===== src/rtl/core/accel_tilt_roll_pitch_top_macros.svh =====
// ------------------------------------------------------------------------
// accel tilt assertion macros
// shared concurrent assertion forms for the tilt pipeline
// ------------------------------------------------------------------------
`ifndef ACCEL_TILT_ROLL_PITCH_TOP_MACROS_SVH
`define ACCEL_TILT_ROLL_PITCH_TOP_MACROS_SVH

// same-cycle implication
`define ATRP_ASSERT_IMP(lbl, clk, rstn, ante, cons, msg) \
    lbl: assert property (@(posedge clk) disable iff (!rstn) (ante) |-> (cons)) \
        else $error(msg);

// next-cycle implication
`define ATRP_ASSERT_NXT(lbl, clk, rstn, ante, cons, msg) \
    lbl: assert property (@(posedge clk) disable iff (!rstn) (ante) |=> (cons)) \
        else $error(msg);

`endif


===== src/rtl/core/atrp_pkg.sv =====
// ------------------------------------------------------------------------
// atrp package
// widths, angle constants and arctangent table of the tilt pipeline
// ------------------------------------------------------------------------
`timescale 1ns / 1ps

package atrp_pkg;

    localparam int RAW_W    = 16;
    localparam int SCALE_W  = 16;
    localparam int ACC_W    = 28;
    localparam int SQ_W     = 56;
    localparam int ROOT_W   = 29;
    localparam int ANG_IN_W = 29;
    localparam int NORM_W   = 41;
    localparam int CRD_W    = 44;
    localparam int ACC_A_W  = 25;
    localparam int ROLL_W   = 17;
    localparam int PITCH_W  = 16;
    localparam int ITER     = 23;
    localparam int SQRT_IT  = 28;

    localparam logic [SCALE_W-1:0] SCALE_RESET = 16'd256;
    localparam logic signed [ROLL_W-1:0] DEG180_Q8 = 17'sd46080;
    localparam logic signed [ROLL_W-1:0] DEG90_Q8  = 17'sd23040;
    localparam logic signed [ACC_A_W-1:0] DEG90_Q16 = 25'sd5898240;

    localparam logic [22:0] ATAN_TAB [0:ITER-1] = '{
        23'd2949120, 23'd1740967, 23'd919879, 23'd466945, 23'd234379,
        23'd117304, 23'd58666, 23'd29335, 23'd14668, 23'd7334, 23'd3667,
        23'd1833, 23'd917, 23'd458, 23'd229, 23'd115, 23'd57, 23'd29,
        23'd14, 23'd7, 23'd4, 23'd2, 23'd1
    };

    typedef struct packed {
        logic adv;
        logic vld;
    } pipe_ctrl_t;

    typedef struct packed {
        logic zero_y;
        logic zero_x;
        logic xx_neg;
        logic yy_neg;
    } ang_flags_t;

endpackage


===== src/rtl/core/atrp_isqrt.sv =====
// ------------------------------------------------------------------------
// atrp pipelined square root
// one result bit per stage, rounded to nearest at the end
// ------------------------------------------------------------------------
`timescale 1ns / 1ps

module atrp_isqrt
    import atrp_pkg::*;
#(
    parameter int SIDE_W = 1
)(
    input  logic              clk,
    input  logic              rst_n,
    input  pipe_ctrl_t        ctrl,
    input  logic [SQ_W-1:0]   n_in,
    input  logic [SIDE_W-1:0] side_in,
    output logic              vld_out,
    output logic [ROOT_W-1:0] root_out,
    output logic [SIDE_W-1:0] side_out
);

    localparam int RW = SQ_W + 1;

    logic [SQ_W-1:0]   n_reg    [0:SQRT_IT];
    logic [RW-1:0]     r_reg    [0:SQRT_IT];
    logic [SIDE_W-1:0] side_reg [0:SQRT_IT];
    logic              v_reg    [0:SQRT_IT];
    logic [ROOT_W-1:0] root_reg;
    logic [SIDE_W-1:0] sidef_reg;
    logic              vf_reg;

    always_ff @(posedge clk or negedge rst_n)
    begin
        if (!rst_n)
        begin
            v_reg[0] <= 1'b0;
        end
        else if (ctrl.adv)
        begin
            v_reg[0] <= ctrl.vld;
        end
    end

    always_ff @(posedge clk)
    begin
        if (ctrl.adv)
        begin
            n_reg[0]    <= n_in;
            r_reg[0]    <= '0;
            side_reg[0] <= side_in;
        end
    end

    for (genvar i = 0; i < SQRT_IT; i++)
    begin : g_it
        localparam logic [RW-1:0] BIT = RW'(1) << (SQ_W - 2 - 2 * i);
        logic [RW-1:0]   t;
        logic [SQ_W-1:0] n_next;
        logic [RW-1:0]   r_next;

        always_comb
        begin
            t = r_reg[i] + BIT;
            if ({1'b0, n_reg[i]} >= t)
            begin
                n_next = n_reg[i] - t[SQ_W-1:0];
                r_next = (r_reg[i] >> 1) + BIT;
            end
            else
            begin
                n_next = n_reg[i];
                r_next = r_reg[i] >> 1;
            end
        end

        always_ff @(posedge clk or negedge rst_n)
        begin
            if (!rst_n)
            begin
                v_reg[i+1] <= 1'b0;
            end
            else if (ctrl.adv)
            begin
                v_reg[i+1] <= v_reg[i];
            end
        end

        always_ff @(posedge clk)
        begin
            if (ctrl.adv)
            begin
                n_reg[i+1]    <= n_next;
                r_reg[i+1]    <= r_next;
                side_reg[i+1] <= side_reg[i];
            end
        end
    end

    logic [ROOT_W-1:0] root_next;

    always_comb
    begin
        root_next = r_reg[SQRT_IT][ROOT_W-1:0];
        if ({1'b0, n_reg[SQRT_IT]} > r_reg[SQRT_IT])
        begin
            root_next = root_next + ROOT_W'(1);
        end
    end

    always_ff @(posedge clk or negedge rst_n)
    begin
        if (!rst_n)
        begin
            vf_reg <= 1'b0;
        end
        else if (ctrl.adv)
        begin
            vf_reg <= v_reg[SQRT_IT];
        end
    end

    always_ff @(posedge clk)
    begin
        if (ctrl.adv)
        begin
            root_reg  <= root_next;
            sidef_reg <= side_reg[SQRT_IT];
        end
    end

    assign vld_out  = vf_reg;
    assign root_out = root_reg;
    assign side_out = sidef_reg;

endmodule


===== config.mk =====
export PLATFORM = sky130hd
export DESIGN_NAME = atrp_isqrt
export DESIGN_NICKNAME = d
export VERILOG_FILES = /design/src/rtl/core/accel_tilt_roll_pitch_top_macros.svh /design/src/rtl/core/atrp_pkg.sv /design/src/rtl/core/atrp_isqrt.sv
export SDC_FILE = /design/constraint.sdc
export NUM_CORES = 2
export LEC_CHECK = 0
export BUFFER_PORTS_ARGS = -buffer_cell sky130_fd_sc_hd__buf_2
export CORE_MARGIN = 1
export CORE_UTILIZATION = 55
export CTS_CLUSTER_DIAMETER = 80
export CTS_CLUSTER_SIZE = 25
export DETAILED_ROUTE_END_ITERATION = 8
export PLACE_DENSITY = 0.74
export SLEW_MARGIN = 20
export SYNTH_ARGS = -nofsm -noshare
export SYNTH_HDL_FRONTEND = slang
export SYNTH_SLANG_ARGS = --single-unit

===== constraint.sdc =====
create_clock -name clk -period 3.6 [get_ports clk]
set_input_delay 0 -clock clk [delete_from_list [all_inputs] [get_ports clk]]
set_output_delay 0 -clock clk [all_outputs]
set_load 0.03 [all_outputs]

==> impl_metrics.json <==
{
  "status": "complete, no violations",
  "worstSetupEndpointType": "register",
  "die_w_um": 432,
  "drv_slew": 0,
  "drc_errors": 0,
  "peakVddDrop_uv": 530,
  "cts_sinks": 2119,
  "wl_um": 236000,
  "max-clock-path-buffers": 3,
  "clkPwrFrac": 0.235,
  "max_freq_mhz": 281,
  "fp.dieH_um": 432,
  "critical_path_class": "reg -> reg",
  "netSwitchingPower_mw": 19.7,
  "ys_seq_area_frac": 0.625,
  "dr.pass1.iters": 6,
  "post-place-cells": 10900,
  "crit_required_ns": 4.14,
  "ys_seq_elements": 2119,
  "r2r_slack_ns": 0.04,
  "initial_core_util": 0.554,
  "grt_max_degree": 161,
  "port_buffers": 91,
  "synth-edff-count": 2089,
  "area_delta_synth_final_pct": 12.0,
  "async_flop_share": 0.0142,
  "reg2reg_from": "n_reg[6][8]$_DFFE_PP_",
  "ant_nets": 0,
  "cts_max_level": 3,
  "cts_buffers": 117,
  "ys_types": 85,
  "start_kind": "register",
  "reg2regPathDepth": 13,
  "grt_pass1_vias": 63500,
  "synthFlopType": "edfxtp_1",
  "sw_frac_of_total": 0.308,
  "crit_arrival_ns": 4.10,
  "worst_slew_pin_slew_ns": 1.09,
  "path_clk_slew_ns": 0.09,
  "wl_per_cell_um": 21.1,
  "grt-ovfl-total": 0,
  "slowest_stage": "edfxtp_1",
  "antenna_found_initial": 7,
  "rows": 157,
  "intPower_mw": 44.2,
  "synth.net_count": 8609,
  "slew_headroom": 0.274,
  "vias": 65800,
  "syn_inst": 8085,
  "drt-initial-drc-count": 6378,
  "cts_tree": "built",
  "drive_above_1_share": 0.109,
  "power_frac_seq": 0.525,
  "fin_crit_ns": 3.56,
  "grt_first_pass_wirelength_um": 362000,
  "gp_congestion": 0.916,
  "synthesis.area_per_instance_um2": 12.6,
  "stdcell_count": 11200,
  "root_buffer": "clkbuf_16",
  "hold_violations": 0,
  "post-route-period-util": 0.989,
  "synth_area_um2": 102000,
  "fp.dieArea_um2": 186000,
  "comb_power_share": 0.240,
  "largest_register_ffs": 1624,
  "crit_path_cell_trace": "ha_1 > buf_4 > nor2b_1 > o31a_1 > o21ai_0 > a2111oi_1 > buf_4 > o21a_1 > a41oi_1 > o311ai_1 > buf_4 > nor4_1 > xor2_1",
  "ios": 92,
  "vias_per_cell": 5.89,
  "p_per_area_nw_per_um2": 563,
  "grt_use_total": 0.249,
  "setup_viol": 0,
  "rsz0062_at_grt": "yes",
  "yosys_warnings": 0,
  "insertion_delay_ns": 0.81,
  "fp.coreArea_um2": 183000,
  "r2r-end": "n_reg[6][104]$_DFFE_PP_",
  "detailed_place_hpwl_um": 175000,
  "hold_class": "in -> async",
  "worst-path-max-fanout": 5,
  "cpMostUsedCell": "buf_4",
  "final_nets": 9175,
  "finalClockSkew_ns": 0.0550,
  "slowest_delay_ns": 0.41,
  "p_leak_nw": 43.0,
  "cap_violations": 0,
  "finish.utilization": 0.620
}
[logic make-up (layout without fill, tap and decap cells)]
| group | Yosys count | count (layout) | share of synthesized area |
|---|---|---|---|
| buffers and inverters | 763 | 1395 | 0.0283 |
| and+or+nand+nor | 2412 | 2413 | 0.123 |
| adders and majority gates | 463 | 463 | 0.0571 |
| DFF | 2119 | 2119 | 0.625 |
| AOI/OAI and AO/OA | 1489 | 1489 | 0.0914 |
| xor gates and xnor gates | 746 | 746 | 0.0644 |
| muxes | 93 | 93 | 0.0102 |
| other | 0 | 2 | 0 |
[layout by cell type (no fill, tap or decap), types with 74 or more instances in the layout]
| master | Yosys | layout |
|---|---|---|
| edfxtp_1 | 2089 | 2089 |
| inv_1 | 576 | 575 |
| nand2_1 | 515 | 515 |
| nor2_1 | 501 | 495 |
| a21oi_1 | 491 | 489 |
| ha_1 | 463 | 459 |
| xnor2_1 | 403 | 402 |
| buf_4 | 0 | 389 |
| o21ai_0 | 362 | 346 |
| xor2_1 | 343 | 342 |
| nor4_1 | 279 | 253 |
| nor3_1 | 229 | 217 |
| a21o_1 | 187 | 187 |
| nand4_1 | 167 | 167 |
| nand3_1 | 154 | 153 |
| dlygate4sd3_1 | 0 | 119 |
| clkbuf_16 | 0 | 118 |
| nand2b_1 | 102 | 102 |
| buf_2 | 9 | 90 |
| mux2_2 | 81 | 81 |
| or3_1 | 76 | 74 |
[worst max-delay path by stage]
| stage | cells past startpoint | startpoint | to | slack, ns |
|---|---|---|---|---|
| floorplan | 10 | n_reg[5][212]$_DFFE_PP_ | n_reg[6][55]$_DFFE_PP_ | 0.006 |
| global placement | 11 | n_reg[6][79]$_DFFE_PP_ | n_reg[6][155]$_DFFE_PP_ | -0.33 |
| global route | 13 | r_reg[12][12]$_DFFE_PP_ | n_reg[6][108]$_DFFE_PP_ | -0.07 |
| finish | 13 | n_reg[6][8]$_DFFE_PP_ | n_reg[6][104]$_DFFE_PP_ | 0.04 |
| detailed placement | 11 | n_reg[6][79]$_DFFE_PP_ | n_reg[6][155]$_DFFE_PP_ | -0.36 |
| CTS | 12 | r_reg[8][34]$_DFFE_PP_ | n_reg[4][104]$_DFFE_PP_ | 0.003 |
[cells in the mapped netlist, types with 33 or more instances]
cell type / number / area (µm²)
o21a_1: 69 / 518
a211oi_1: 46 / 345
nand3_1: 154 / 771
inv_1: 576 / 2160
or3_1: 76 / 475
nor4_1: 279 / 1750
nand2b_1: 102 / 638
o31ai_1: 40 / 300
nand4_1: 167 / 1040
xor2_1: 343 / 3000
a21oi_1: 491 / 2460
or4_1: 69 / 518
o21ai_0: 362 / 1810
nor2_1: 501 / 1880
nor2b_1: 54 / 338
clkbuf_1: 157 / 589
a31oi_1: 37 / 231
nor3_1: 229 / 1150
nor4b_1: 43 / 377
ha_1: 463 / 5790
and3_1: 48 / 300
mux2_2: 81 / 912
or2_2: 33 / 206
xnor2_1: 403 / 3530
a21o_1: 187 / 1400
nand2_1: 515 / 1930
edfxtp_1: 2089 / 62700
[critical path: cells and delay by family (launching register included)]
kind | cells | cell delay (ns)
xor+xnor | 1 | 0.12
simple gates | 2 | 0.41
flops | 1 | 0.41
buf+inv | 3 | 0.51
fa+ha+maj | 1 | 0.31
compound gates | 6 | 1.54
[power by group through the flow]
| stage | sequential (mW) | clock (mW) | combinational [mW] |
|---|---|---|---|
| after global placement | 34.0 | 0 | 14.5 |
| after floorplan | 33.1 | 0 | 10.2 |
| after CTS | 33.6 | 15.4 | 15.0 |
| final | 33.6 | 15.1 | 15.3 |
| after global routing | 33.9 | 16.2 | 16.8 |
| after detailed placement | 34.1 | 0 | 14.7 |
[stage by stage]
stage	TNS, ns	hold slack [ns]	power, mW	setup slack, ns	instance area, µm²
global route	-0.623	0.191	67.0	-0.0690	114000
finish	0	0.244	64.0	0.0414	114000
CTS	0	0.153	63.9	0.00252	113000
global placement	-4.98	0.0453	48.5	-0.332	108000
detailed placement	-6.92	0.0618	48.8	-0.365	108000
floorplan	0	-0.296	43.3	0.00568	102000
[per-layer routing]
| metal | part of all wire | global-route usage | routed length [µm] | vias to the layer above |
|---|---|---|---|---|
| li1 | - | - | - | 31400 |
| met1 | 0.43 | 0.342 | 101000 | 32300 |
| met2 | 0.49 | 0.424 | 116000 | 1880 |
| met3 | 0.060 | 0.0342 | 14100 | 275 |
| met4 | 0.020 | 0.0528 | 4780 | 4 |
| met5 | 0.000097 | 0 | 23 | - |
[layout make-up]
| cell class | instances | area, µm² |
|---|---|---|
| fillers | 13800 | 69600 |
| well taps | 2464 | 3080 |
| flip-flops and latches | 2119 | 63500 |
| multi-input cells | 5204 | 35900 |
| diodes | 2 | 5.00 |
| repair buffers | 629 | 5180 |
| inverters | 580 | 2180 |
| clock inverters | 65 | 908 |
| clock buffers | 121 | 2960 |
[timing repair]
item / 4_1_cts / 5_1_grt
buffers inserted: 4 / 9
endpoints found under the hold margin: 794 / 0
resized for setup: 28 / 118
hold buffers: 120 / 0
setup endpoints to repair: 64 / 302
gates cloned: 3 / 1
pin swaps: 5 / 11
(Power assumes the default switching activity.)
